**config.mk**
```make
export PLATFORM = sky130hd
export DESIGN_NAME = framed_command_receiver_crc16_unit
export DESIGN_NICKNAME = d
export VERILOG_FILES = /design/src/rtl/fcr_pkg.sv /design/src/rtl/framed_command_receiver_crc16_unit.sv
export SDC_FILE = /design/constraint.sdc
export NUM_CORES = 1
export LEC_CHECK = 0
export ABC_AREA = 0
export BUFFER_PORTS_ARGS = -buffer_cell sky130_fd_sc_hd__buf_4
export CAP_MARGIN = 10
export CORE_MARGIN = 5
export CORE_UTILIZATION = 45
export DETAILED_ROUTE_END_ITERATION = 10
export PLACE_DENSITY = 0.76
export SLEW_MARGIN = 20
export SYNTH_ARGS = -nofsm -noshare
export SYNTH_HDL_FRONTEND = slang
export SYNTH_SLANG_ARGS = --single-unit
```
**constraint.sdc**
```tcl
create_clock -name i_clk -period 7.2 [get_ports i_clk]
set_input_delay 1.08 -clock i_clk [delete_from_list [all_inputs] [get_ports i_clk]]
set_output_delay 1.08 -clock i_clk [all_outputs]
set_load 0.01 [all_outputs]
```
**src/rtl/fcr_pkg.sv**
```systemverilog
// Shared definitions for the framed command receiver: field widths, phase and class codes,
// the packed result layout and the byte-wide CRC-16 step.
// No dependencies.
package fcr_pkg;

    // Longest body (fields, payload and CRC) that a frame may carry.
    localparam int MAX_BODY = 224;
    localparam int TAKEN_W  = 9;

    // CRC-16 (init all ones, MSB first, no final inversion).
    localparam logic [15:0] CRC_INIT = 16'hFFFF;
    localparam logic [15:0] CRC_POLY = 16'h1021;

    // Phases within the body; during the hunt the same register counts matched header bytes.
    localparam logic [2:0] PH_DIR     = 3'd0;
    localparam logic [2:0] PH_ADDR_LO = 3'd1;
    localparam logic [2:0] PH_ADDR_HI = 3'd2;
    localparam logic [2:0] PH_LEN     = 3'd3;
    localparam logic [2:0] PH_PAYLOAD = 3'd4;
    localparam logic [2:0] PH_CRC_LO  = 3'd5;
    localparam logic [2:0] PH_CRC_HI  = 3'd6;
    localparam logic [2:0] HDR_LEN    = 3'd6;

    localparam logic [7:0] SYNC_A   = 8'h55;
    localparam logic [7:0] SYNC_B   = 8'hAA;
    localparam logic [7:0] SYNC_Z   = 8'h00;
    localparam logic [7:0] DIR_WRITE = 8'h01;

    // Result kinds.
    localparam logic KIND_PAYLOAD = 1'b0;
    localparam logic KIND_SUMMARY = 1'b1;

    // Command classes.
    localparam logic [2:0] CLS_CRC_ERROR = 3'd0;
    localparam logic [2:0] CLS_ENTER     = 3'd1;
    localparam logic [2:0] CLS_ERASE     = 3'd2;
    localparam logic [2:0] CLS_VERIFY    = 3'd3;
    localparam logic [2:0] CLS_PROGRAM   = 3'd4;
    localparam logic [2:0] CLS_BAD       = 3'd5;

    localparam logic [15:0] ADDR_ENTER    = 16'h8000;
    localparam logic [15:0] ADDR_ERASE    = 16'h8001;
    localparam logic [15:0] ADDR_VERIFY   = 16'h8002;
    localparam logic [15:0] ADDR_PROG_LO  = 16'h9001;
    localparam logic [15:0] ADDR_PROG_HI  = 16'h9FFF;

    // Result payload, last field in the lowest bits.
    typedef struct packed {
        logic [3:0]  pad;
        logic [2:0]  command_class;
        logic        crc_ok;
        logic [7:0]  payload_length;
        logic [15:0] target_address;
        logic [7:0]  direction;
        logic [7:0]  data_index;
        logic [7:0]  data_byte;
    } t_out_data;

    // Expected header byte at a given hunt position.
    function automatic logic [7:0] sync_byte(input logic [2:0] pos);
        logic [7:0] v;
        unique case (pos)
            3'd0:    v = SYNC_A;
            3'd1:    v = SYNC_B;
            3'd2:    v = SYNC_Z;
            3'd3:    v = SYNC_Z;
            3'd4:    v = SYNC_B;
            default: v = SYNC_A;
        endcase
        return v;
    endfunction

    // One byte through the CRC, eight bit steps unrolled.
    function automatic logic [15:0] crc16_byte(input logic [15:0] c_in, input logic [7:0] b);
        logic [15:0] c;
        c = c_in ^ {b, 8'h00};
        for (int k = 0; k < 8; k++) begin
            c = c[15] ? ((c << 1) ^ CRC_POLY) : (c << 1);
        end
        return c;
    endfunction

    // Command class from the target address.
    function automatic logic [2:0] classify(input logic [15:0] a);
        logic [2:0] cls;
        priority if (a == ADDR_ENTER) begin
            cls = CLS_ENTER;
        end else if (a == ADDR_ERASE) begin
            cls = CLS_ERASE;
        end else if (a == ADDR_VERIFY) begin
            cls = CLS_VERIFY;
        end else if (a >= ADDR_PROG_LO && a <= ADDR_PROG_HI) begin
            cls = CLS_PROGRAM;
        end else begin
            cls = CLS_BAD;
        end
        return cls;
    endfunction

endpackage

```
**src/rtl/framed_command_receiver_crc16_unit.sv**
```systemverilog
// Framed command receiver: header hunt, field capture, payload streaming and CRC-16 check.
// Depends on fcr_pkg.
//
// Usage
//   Received bytes enter on the s_axis channel, one byte per request. Results leave on the
//   m_axis channel: a payload byte request (tuser 0) for every payload byte, and one summary
//   request (tuser 1, tlast 1) after the CRC high byte carrying the fields, the CRC verdict
//   and the command class. Header, field and CRC low bytes give no result.
//   A byte accepted from s_axis sits in the input register; the decode, CRC update and class
//   lookup then settle into the result register that drives m_axis. Throughput is one byte
//   per cycle unless a result must wait on a full result register; the two registers together
//   let a new byte be taken while a result waits to be collected.
//   When the downstream side stalls, a byte that produces a result waits in the input
//   register and s_axis_tready falls; bytes that produce no result still drain.
//   A frame whose body runs past MAX_BODY bytes is dropped without a summary and the byte
//   that overran starts a fresh header hunt.
//   Synchronous active-low reset empties both registers and returns to the header hunt
//   with the CRC preset to all ones.
module framed_command_receiver_crc16_unit
    import fcr_pkg::*;
(
    input  logic        i_clk,
    input  logic        i_rst_n,
    input  logic        s_axis_tvalid,
    output logic        s_axis_tready,
    input  logic [7:0]  s_axis_tdata,   // [7:0] rx_byte
    output logic        m_axis_tvalid,
    input  logic        m_axis_tready,
    // [7:0] data_byte, [15:8] data_index, [23:16] direction, [39:24] target_address,
    // [47:40] payload_length, [48] crc_ok, [51:49] command_class, [55:52] zero
    output logic [55:0] m_axis_tdata,
    output logic        m_axis_tuser,   // [0] item_kind
    output logic        m_axis_tlast    // last
);

    // Input register
    logic       r_in_valid;
    logic [7:0] r_in_byte;

    // Receiver state
    logic [2:0]  r_hdr_pos, n_hdr_pos;
    logic        r_in_body, n_in_body;
    logic [7:0]  r_body_cnt, n_body_cnt;
    logic [7:0]  r_dir, n_dir;
    logic [15:0] r_addr, n_addr;
    logic [7:0]  r_len, n_len;
    logic [15:0] r_crc, n_crc;
    logic [7:0]  r_crc_lo, n_crc_lo;

    // Result register
    logic        r_out_valid;
    logic        r_out_kind;
    logic        r_out_last;
    t_out_data   r_out_data;

    logic               w_emit;
    logic               w_kind;
    t_out_data          w_data;
    logic               w_out_free;
    logic               w_advance;
    logic [7:0]         w_eff_len;
    logic [TAKEN_W-1:0] w_taken;
    logic               w_drop;
    logic               w_hunt;
    logic [2:0]         w_hunt_pos;
    logic [15:0]        w_crc_next;
    logic [15:0]        w_rcv_crc;
    logic               w_crc_ok;

    // Handshake: the input register moves on unless its result finds the output full.
    assign w_out_free    = !r_out_valid || m_axis_tready;
    assign w_advance     = r_in_valid && (!w_emit || w_out_free);
    assign s_axis_tready = !r_in_valid || w_advance;

    // Body bookkeeping shared by the decode below.
    assign w_eff_len  = (r_dir == DIR_WRITE) ? r_len : 8'd0;
    assign w_crc_next = crc16_byte(r_crc, r_in_byte);
    assign w_rcv_crc  = {r_in_byte, r_crc_lo};
    assign w_crc_ok   = (w_rcv_crc == r_crc);

    always_comb begin
        if (r_hdr_pos < PH_PAYLOAD) begin
            w_taken = {{(TAKEN_W-3){1'b0}}, r_hdr_pos};
        end else if (r_hdr_pos == PH_PAYLOAD) begin
            w_taken = TAKEN_W'(4) + {1'b0, r_body_cnt};
        end else begin
            w_taken = TAKEN_W'(4) + {1'b0, w_eff_len}
                    + {{(TAKEN_W-1){1'b0}}, (r_hdr_pos == PH_CRC_HI)};
        end
    end

    assign w_drop = r_in_body && ((r_hdr_pos > PH_CRC_HI) || (w_taken >= TAKEN_W'(MAX_BODY)));

    // Decode of one byte: body phases, then the header hunt.
    always_comb begin
        n_hdr_pos  = r_hdr_pos;
        n_in_body  = r_in_body;
        n_body_cnt = r_body_cnt;
        n_dir      = r_dir;
        n_addr     = r_addr;
        n_len      = r_len;
        n_crc      = r_crc;
        n_crc_lo   = r_crc_lo;
        w_emit     = 1'b0;
        w_kind     = KIND_PAYLOAD;
        w_data     = '0;
        w_hunt     = !r_in_body || w_drop;
        w_hunt_pos = (w_drop || r_hdr_pos > 3'd5) ? 3'd0 : r_hdr_pos;

        if (r_in_body && !w_drop) begin
            unique case (r_hdr_pos)
                PH_DIR: begin
                    n_dir     = r_in_byte;
                    n_crc     = w_crc_next;
                    n_hdr_pos = PH_ADDR_LO;
                end
                PH_ADDR_LO: begin
                    n_addr    = {r_addr[15:8], r_in_byte};
                    n_crc     = w_crc_next;
                    n_hdr_pos = PH_ADDR_HI;
                end
                PH_ADDR_HI: begin
                    n_addr    = {r_in_byte, r_addr[7:0]};
                    n_crc     = w_crc_next;
                    n_hdr_pos = PH_LEN;
                end
                PH_LEN: begin
                    n_len      = r_in_byte;
                    n_crc      = w_crc_next;
                    n_body_cnt = 8'd0;
                    n_hdr_pos  = (r_dir == DIR_WRITE && r_in_byte != 8'd0) ? PH_PAYLOAD
                                                                            : PH_CRC_LO;
                end
                PH_PAYLOAD: begin
                    w_emit                = 1'b1;
                    w_kind                = KIND_PAYLOAD;
                    w_data.data_byte      = r_in_byte;
                    w_data.data_index     = r_body_cnt;
                    w_data.direction      = r_dir;
                    w_data.target_address = r_addr;
                    w_data.payload_length = w_eff_len;
                    n_crc                 = w_crc_next;
                    n_body_cnt            = r_body_cnt + 8'd1;
                    if (r_body_cnt + 8'd1 == w_eff_len) begin
                        n_hdr_pos = PH_CRC_LO;
                    end
                end
                PH_CRC_LO: begin
                    n_crc_lo  = r_in_byte;
                    n_hdr_pos = PH_CRC_HI;
                end
                default: begin
                    // CRC high byte: close the frame with a summary.
                    w_emit                = 1'b1;
                    w_kind                = KIND_SUMMARY;
                    w_data.direction      = r_dir;
                    w_data.target_address = r_addr;
                    w_data.payload_length = w_eff_len;
                    w_data.crc_ok         = w_crc_ok;
                    w_data.command_class  = w_crc_ok ? classify(r_addr) : CLS_CRC_ERROR;
                    n_in_body             = 1'b0;
                    n_hdr_pos             = 3'd0;
                end
            endcase
        end

        // Header hunt; a mismatching sync-start byte counts as the first header byte.
        if (w_hunt) begin
            n_in_body = 1'b0;
            if (r_in_byte == sync_byte(w_hunt_pos)) begin
                if (w_hunt_pos + 3'd1 == HDR_LEN) begin
                    n_in_body  = 1'b1;
                    n_hdr_pos  = PH_DIR;
                    n_body_cnt = 8'd0;
                    n_crc      = CRC_INIT;
                end else begin
                    n_hdr_pos = w_hunt_pos + 3'd1;
                end
            end else begin
                n_hdr_pos = (r_in_byte == SYNC_A) ? 3'd1 : 3'd0;
            end
        end
    end

    // Input register
    always_ff @(posedge i_clk) begin
        if (!i_rst_n) begin
            r_in_valid <= 1'b0;
        end else if (s_axis_tvalid && s_axis_tready) begin
            r_in_valid <= 1'b1;
        end else if (w_advance) begin
            r_in_valid <= 1'b0;
        end
    end

    always_ff @(posedge i_clk) begin
        if (s_axis_tvalid && s_axis_tready) begin
            r_in_byte <= s_axis_tdata;
        end
    end

    // Receiver state update
    always_ff @(posedge i_clk) begin
        if (!i_rst_n) begin
            r_hdr_pos  <= 3'd0;
            r_in_body  <= 1'b0;
            r_body_cnt <= 8'd0;
            r_dir      <= 8'd0;
            r_addr     <= 16'd0;
            r_len      <= 8'd0;
            r_crc      <= CRC_INIT;
            r_crc_lo   <= 8'd0;
        end else if (w_advance) begin
            r_hdr_pos  <= n_hdr_pos;
            r_in_body  <= n_in_body;
            r_body_cnt <= n_body_cnt;
            r_dir      <= n_dir;
            r_addr     <= n_addr;
            r_len      <= n_len;
            r_crc      <= n_crc;
            r_crc_lo   <= n_crc_lo;
        end
    end

    // Result register
    always_ff @(posedge i_clk) begin
        if (!i_rst_n) begin
            r_out_valid <= 1'b0;
        end else if (w_advance && w_emit) begin
            r_out_valid <= 1'b1;
        end else if (m_axis_tready) begin
            r_out_valid <= 1'b0;
        end
    end

    always_ff @(posedge i_clk) begin
        if (w_advance && w_emit) begin
            r_out_kind <= w_kind;
            r_out_last <= (w_kind == KIND_SUMMARY);
            r_out_data <= w_data;
        end
    end

    assign m_axis_tvalid = r_out_valid;
    assign m_axis_tdata  = r_out_data;
    assign m_axis_tuser  = r_out_kind;
    assign m_axis_tlast  = r_out_last;

    // Checks

    // The input side only stalls behind a full result register.
    a_stall_cause: assert property (@(posedge i_clk) disable iff (!i_rst_n)
        !s_axis_tready |-> (r_in_valid && r_out_valid))
        else $error("input stalled without a pending result");

    // A produced result always lands in the result register.
    a_emit_lands: assert property (@(posedge i_clk) disable iff (!i_rst_n)
        (w_advance && w_emit) |=> r_out_valid)
        else $error("result lost on advance");

    // The payload phase never holds a count at or beyond the effective length.
    a_payload_count: assert property (@(posedge i_clk) disable iff (!i_rst_n)
        (r_in_body && r_hdr_pos == PH_PAYLOAD) |-> (r_body_cnt < w_eff_len))
        else $error("payload count beyond length");

    // During the hunt the position always stays below the header length.
    a_hunt_range: assert property (@(posedge i_clk) disable iff (!i_rst_n)
        !r_in_body |-> (r_hdr_pos < HDR_LEN))
        else $error("hunt position out of range");

    // Payload results carry no verdict and no frame end.
    a_payload_clean: assert property (@(posedge i_clk) disable iff (!i_rst_n)
        (r_out_valid && r_out_kind == KIND_PAYLOAD) |->
        (!r_out_last && !r_out_data.crc_ok && r_out_data.command_class == CLS_CRC_ERROR))
        else $error("payload result carries summary fields");

endmodule

```
# Yosys cells after proc, flatten, opt, wreduce, memory -nomap -nowiden
# Cells that the tools add are included.
[word_totals] reg_bits=131 inputBits=12 output_inout_bits=60 word_cells=157
[op_classes] addsub=5 magnitude_cmp=6 n_eq_ne=21 n_mux=49 n_bitwise=13 reduce_logical=41
[ops] op="13-bit 2-to-1 mux" n=8
[ops] op="16-bit 2-to-1 mux" n=5
[ops] op="16-bit equality test, second input constant" n=3
[ops] op="8-bit 2-to-1 mux" n=6
[ops] op="16-bit one-hot mux with 2 select lines" n=1
[ops] op="8-bit one-hot mux with 2 select lines" n=2
[ops] op="3-bit inverter" n=8
[ops] op="3-bit by 8-bit adder with 9-bit output, first input constant" n=2
[ops] op="3-bit 2-to-1 mux" n=6
[ops] op="9-bit 2-to-1 mux" n=2
[ops] op="3-bit one-hot mux with 6 select lines" n=1
[ops] op="16-bit equality test" n=1
[ops] op="8-bit equality test" n=2
[ops] op="16-bit greater-or-equal comparator, second input constant" n=1
[ops] op="16-bit <= comparator, second input constant" n=1
[ops] op="1-bit 2-to-1 mux" n=16
[ops] op="16-bit bitwise XOR" n=1
[ops] op="3-bit equality test, second input constant" n=5
[ops] op="3-bit AND reduction" n=5
[ops] op="3-bit by 2-bit equality test with 1-bit output, second input constant" n=4
[ops] op="6-bit OR reduction" n=2
[ops] op="11-bit OR reduction" n=1
[ops] op="5-bit OR reduction" n=2
[ops] op="9-bit by 1-bit adder with 9-bit output" n=1
[ops] op="other kinds (24)" n=49

# Logic depth before layout (Yosys ltp)
[depth] ltp_word=22 ltp_mapped=18 depth_no_buf=16

# Worst setup path after synthesis
# Ideal clock, no wire load.
[synth_path] path_kind="reg2reg" start="register r_dir[7]" end="register r_out_data, in the netlist m_axis_tdata[0] (enable)" setup_ns=0.595 t_arrival_ns=6.910 required_time_ns=6.605 path_slack_ns=-0.305 path_stages_with_launch=9 path_buffers=0 synth_period_minus_slack_ns=7.505 cell_sequence="dfxtp_1 nor4b_1 and3_1 ha_1 a21oi_1 o21bai_1 a2111o_1 o21ai_2 nor4_1"
[synth_between] elab_chain_cells=16
[synth_lines] element="start, declared" line_no="framed_command_receiver_crc16_unit.sv:44" source="logic [7:0] r_dir, n_dir;"
[synth_lines] element="start signal, assigned" line_no="framed_command_receiver_crc16_unit.sv:217" source="r_dir <= n_dir;"
[synth_lines] element="8-bit by 1-bit equality test with 1-bit output *" line_no="framed_command_receiver_crc16_unit.sv:76" source="assign w_eff_len = (r_dir == DIR_WRITE) ? r_len : 8'd0;"
[synth_lines] element="8-bit 2-to-1 mux *" line_no="framed_command_receiver_crc16_unit.sv:76"
[synth_lines] element="net w_eff_len[0]" line_no="framed_command_receiver_crc16_unit.sv:61" source="logic [7:0] w_eff_len;"
[synth_lines] element="3-bit by 8-bit adder with 9-bit output *" line_no="framed_command_receiver_crc16_unit.sv:87" source="w_taken = TAKEN_W'(4) + {1'b0, w_eff_len}"
[synth_lines] element="9-bit by 1-bit adder with 9-bit output *" line_no="framed_command_receiver_crc16_unit.sv:88" source="+ {{(TAKEN_W-1){1'b0}}, (r_hdr_pos == PH_CRC_HI)};"
[synth_lines] element="9-bit 2-to-1 mux *" line_no="framed_command_receiver_crc16_unit.sv:84" source="end else if (r_hdr_pos == PH_PAYLOAD) begin"
[synth_lines] element="9-bit 2-to-1 mux *" line_no="framed_command_receiver_crc16_unit.sv:82" source="if (r_hdr_pos < PH_PAYLOAD) begin"
[synth_lines] element="9-bit by 8-bit greater-or-equal comparator with 1-bit output *" line_no="framed_command_receiver_crc16_unit.sv:92" source="assign w_drop = r_in_body && ((r_hdr_pos > PH_CRC_HI) || (w_taken >= TAKEN_W'(MAX_BODY)));"
[synth_lines] element="1-bit logical OR *" line_no="framed_command_receiver_crc16_unit.sv:92"
[synth_lines] element="1-bit logical AND *" line_no="framed_command_receiver_crc16_unit.sv:92"
[synth_lines] element="1-bit logical NOT *" line_no="framed_command_receiver_crc16_unit.sv:110" source="if (r_in_body && !w_drop) begin"
[synth_lines] element="1-bit logical AND *" line_no="framed_command_receiver_crc16_unit.sv:110"
[synth_lines] element="1-bit 2-to-1 mux *" line_no="framed_command_receiver_crc16_unit.sv:110"
[synth_lines] element="1-bit logical NOT" line_no="framed_command_receiver_crc16_unit.sv:72" source="assign w_advance = r_in_valid && (!w_emit || w_out_free);"
[synth_lines] element="1-bit logical OR" line_no="framed_command_receiver_crc16_unit.sv:72"
[synth_lines] element="1-bit logical AND" line_no="framed_command_receiver_crc16_unit.sv:72"
[synth_lines] element="1-bit logical AND *" line_no="framed_command_receiver_crc16_unit.sv:237" source="if (w_advance && w_emit) begin"
[synth_lines] element="end signal, assigned" line_no="framed_command_receiver_crc16_unit.sv:240" source="r_out_data <= w_data;"
[synth_lines] element="end, declared" line_no="framed_command_receiver_crc16_unit.sv:54" source="t_out_data r_out_data;"
# Mark *: on every way through the listed nets, which the timed path passes. The rest lies on a longest branch.
# A chain may end at the register's enable or synchronous reset.

# Final worst setup path
[layout_path] start="register r_body_cnt[2]" end="output s_axis_tready"
[layout_between] elab_chain_cells=13
[layout_lines] element="start, declared" line_no="framed_command_receiver_crc16_unit.sv:43" source="logic [7:0] r_body_cnt, n_body_cnt;"
[layout_lines] element="start signal, assigned" line_no="framed_command_receiver_crc16_unit.sv:216" source="r_body_cnt <= n_body_cnt;"
[layout_lines] element="3-bit by 8-bit adder with 9-bit output" line_no="framed_command_receiver_crc16_unit.sv:85" source="w_taken = TAKEN_W'(4) + {1'b0, r_body_cnt};"
[layout_lines] element="9-bit 2-to-1 mux" line_no="framed_command_receiver_crc16_unit.sv:84"
[layout_lines] element="9-bit 2-to-1 mux" line_no="framed_command_receiver_crc16_unit.sv:82"
[layout_lines] element="9-bit by 8-bit greater-or-equal comparator with 1-bit output" line_no="framed_command_receiver_crc16_unit.sv:92"
[layout_lines] element="1-bit logical OR" line_no="framed_command_receiver_crc16_unit.sv:92"
[layout_lines] element="1-bit logical AND" line_no="framed_command_receiver_crc16_unit.sv:92"
[layout_lines] element="1-bit logical NOT" line_no="framed_command_receiver_crc16_unit.sv:110"
[layout_lines] element="1-bit logical AND" line_no="framed_command_receiver_crc16_unit.sv:110"
[layout_lines] element="1-bit 2-to-1 mux" line_no="framed_command_receiver_crc16_unit.sv:110"
[layout_lines] element="1-bit logical NOT" line_no="framed_command_receiver_crc16_unit.sv:72"
[layout_lines] element="1-bit logical OR" line_no="framed_command_receiver_crc16_unit.sv:72"
[layout_lines] element="1-bit logical AND" line_no="framed_command_receiver_crc16_unit.sv:72"
[layout_lines] element="1-bit logical OR" line_no="framed_command_receiver_crc16_unit.sv:73" source="assign s_axis_tready = !r_in_valid || w_advance;"
[layout_lines] element="end, declared" line_no="framed_command_receiver_crc16_unit.sv:25" source="output logic s_axis_tready,"
# No other way between the ends.

==> flow_metrics.tcl <==
set metrics [dict create \
    grt_pass1_wl_microns 23500 \
    drc 0 \
    multiInputGateArea_sq_um 2890 \
    fp.dieH_microns 129 \
    cts_inserted_buffers 17 \
    rsz0062_at_grt "false" \
    fmax_ghz 0.225 \
    drive_gt1_frac 0.164 \
    synth_edf_count 61 \
    intPower_mw 1.41 \
    peakVddDrop_v 0.000149 \
    clk_latency_ns 0.42 \
    fin_setup_tns_ns 0 \
    vias 4795 \
    tritoncts "yes" \
    syn-mean-instance-area_sq_um 10.2 \
    grt_pass1_vias 4582 \
    leakage_nw 3.09 \
    post-route-util 0.547 \
    syn_area_sq_um 6360 \
    worst_pin_slew_ns 1.03 \
    place_area_sq_um 6960 \
    nets 697 \
    final-hold-violation-count 0 \
    crit_slowest_cell "o311ai_0" \
    ctsHoldBuffers 0 \
    path_cells "ha_1, nand3_1, a21oi_1, o311ai_0, nand2_1, nor3_2, buf_4, nand3_1, buf_4" \
    cts_setup_buffers 0 \
    initial_core_util 0.458 \
    critPathRequiredTime_ns 6.12 \
    synthFlopType "dfxtp_1" \
    nFillCells 1200 \
    yosysTopAreaCell "edfxtp_1" \
    hold_path.class "flip-flop to flip-flop" \
    cp.arrival_ns 3.36 \
    syn2layout_area_growth_pct 19.4 \
    routed_wl_microns 14700 \
    syn_inst 625 \
    swShare 0.226 \
    drt-initial-drc-count 419 \
    clk_path_buf_depth 2 \
    globalplace.congestion 0.880 \
    synthArstFlopShare 0 \
    drtAntennaViolNets 0 \
    cap_violations 0 \
    dp_hpwl_microns 10000 \
    drt-pass1-iter-count 5 \
    p_comb_frac 0.048 \
    clkPwrFrac 0.508 \
    critical_path.max_stage_delay_ns 0.92 \
    period_share 0.617 \
    power.sequential.fraction 0.444 \
    grt_overflow 0 \
    boundaryPins 72 \
    yosysSeqAreaShare 0.508 \
    antenna_found_initial 0 \
    status "finished, final reports clean" \
    cts_resized 0 \
    ys_types 60 \
    synth_area_leaders "edfxtp_1 29%, dfxtp_1 22%, mux2i_1 5.2%, nor2b_1 4.5%, and2_1 4.1%" \
    slew_headroom 0.306 \
    path_max_fanout 35 \
    switchingPower_mw 0.411 \
    setup-violations-final 0 \
    wire_per_inst_microns 16.9 \
    n_antenna_cell 0 \
    skew_ns 0.00973 \
    startpoint_type "flip-flop" \
    die-area_sq_um 16600 \
    pwr_density_cell_nw_per_um2 239 \
    ys_warn_count 0 \
    clkTransAtPathRegs_ns 0.06 \
    synth_top_area_share 0.288 \
    seq_area_sq_um 3230 \
    synth-seq-cells 131 \
    fp.dieW_microns 129 \
    rows 43 \
    criticalPathCategory "flip-flop to primary output" \
    finalMaxSlewViolations 0 \
    cts-root-buf "clkbuf_16" \
    fin_area_sq_um 7590 \
    htree_levels 4 \
    port_buffers 67 \
    clock-sinks 131 \
    coreArea_sq_um 13900 \
    layout_common_cells "70 x buf_4, 70 x dfxtp_1, 61 x edfxtp_1" \
    grt_max_degree 62 \
    fin_crit_ns 4.44 \
    grtUsageTotal 0.181 \
    end_kind "primary output" \
    vias_per_cell 5.51 \
]
[cells by family (layout without fill, tap and decap cells)]
logic type,Yosys count,in the layout,share of synthesized area
flops,131,131,0.508
xor+xnor,41,41,0.0608
fa+ha+maj,8,8,0.0157
simple gates,248,248,0.222
buf+inv,63,125,0.0419
mux,33,33,0.0519
compound gates,100,100,0.0991
other cells,1,4,0.000590
[synthesized netlist by cell type (3+ instances only)]
library cell and n:
inv_1 23, nand2_1 29, or4_1 4, and2_1 42, a21boi_0 4, a22o_1 3, nor4_1 8, edfxtp_1 61
o22ai_1 6, or3_1 5, nor3_1 9, buf_4 6, a21oi_1 43, nand2b_1 4, nor3b_1 11, a31oi_1 6
buf_2 6, ha_1 8, nand4_1 6, o21ai_0 14, clkbuf_1 28, xnor2_1 26, nor2b_1 46, nand3_1 14
and3_1 16, dfxtp_1 70, mux2i_1 33, xor2_1 13, nor2_1 42
[per-layer routing]
layer	global-route usage	vias up	wire length (microns)
met5	0	-	0
met4	0.0605	0	291
met3	0.0519	30	952
met2	0.294	172	7080
met1	0.233	2295	6410
li1	-	2298	-
[per-stage QoR]
stage	std cells	hold WS, ns	setup slack [ns]	power (mW)
3_5_place_dp	838	0.453	2.96	0.907
4_1_cts	870	0.463	2.84	1.82
2_1_floorplan	628	0.436	1.94	0.882
5_1_grt	870	0.484	2.50	1.87
3_3_place_gp	838	0.442	3.15	0.905
6_report	870	0.460	2.76	1.82
[registers in the layout, indices dropped and copies added, names as in the netlist]
signal,count
m_axis_tdata,52
m_axis_tlast,1
m_axis_tvalid,1
r_addr,16
r_body_cnt,8
r_crc,16
r_crc_lo,8
r_dir,8
r_hdr_pos,3
r_in_body,1
r_in_byte,8
r_in_valid,1
r_len,8
[power groups by stage]
stage                     combinational [mW]  clock, mW  sequential [mW]
after floorplan                       0.0785          0            0.804
after global placement                0.0850          0            0.820
after detailed placement              0.0860          0            0.821
after CTS                             0.0868      0.932            0.805
after global routing                  0.0958      0.972            0.807
final                                 0.0871      0.924            0.806
[worst max-delay path, delay by kind of cell, from the launching register on]
family	cells	cell delay, ns
adder cells (fa/ha/maj)	1	0.30
flip-flops	1	0.42
buffers and inverters	2	0.49
AND/OR/NAND/NOR	4	0.72
AO/OA/AOI/OAI	2	1.00
[cell type report]
| type | count | area share |
|---|---|---|
| multi-input cells | 434 | 0.381 |
| clock buffers | 18 | 0.0565 |
| repair buffers | 70 | 0.0692 |
| well taps | 180 | 0.0297 |
| clock inverters | 14 | 0.0267 |
| flip-flops and latches | 131 | 0.426 |
| inverters | 23 | 0.0114 |
[final timing paths]
path | start | endpoint | slack [ns] | depth (start not counted)
setup / recovery | r_body_cnt[2] | s_axis_tready | 2.76 | 9
hold / removal | r_crc[8] | r_crc[8] | 0.46 | 2
setup reg to reg | r_dir[7] | r_crc[11] | 2.88 | 15
hold reg to reg | r_crc[8] | r_crc[8] | 0.46 | 2
Note: power is estimated with default switching activity, not from simulation.
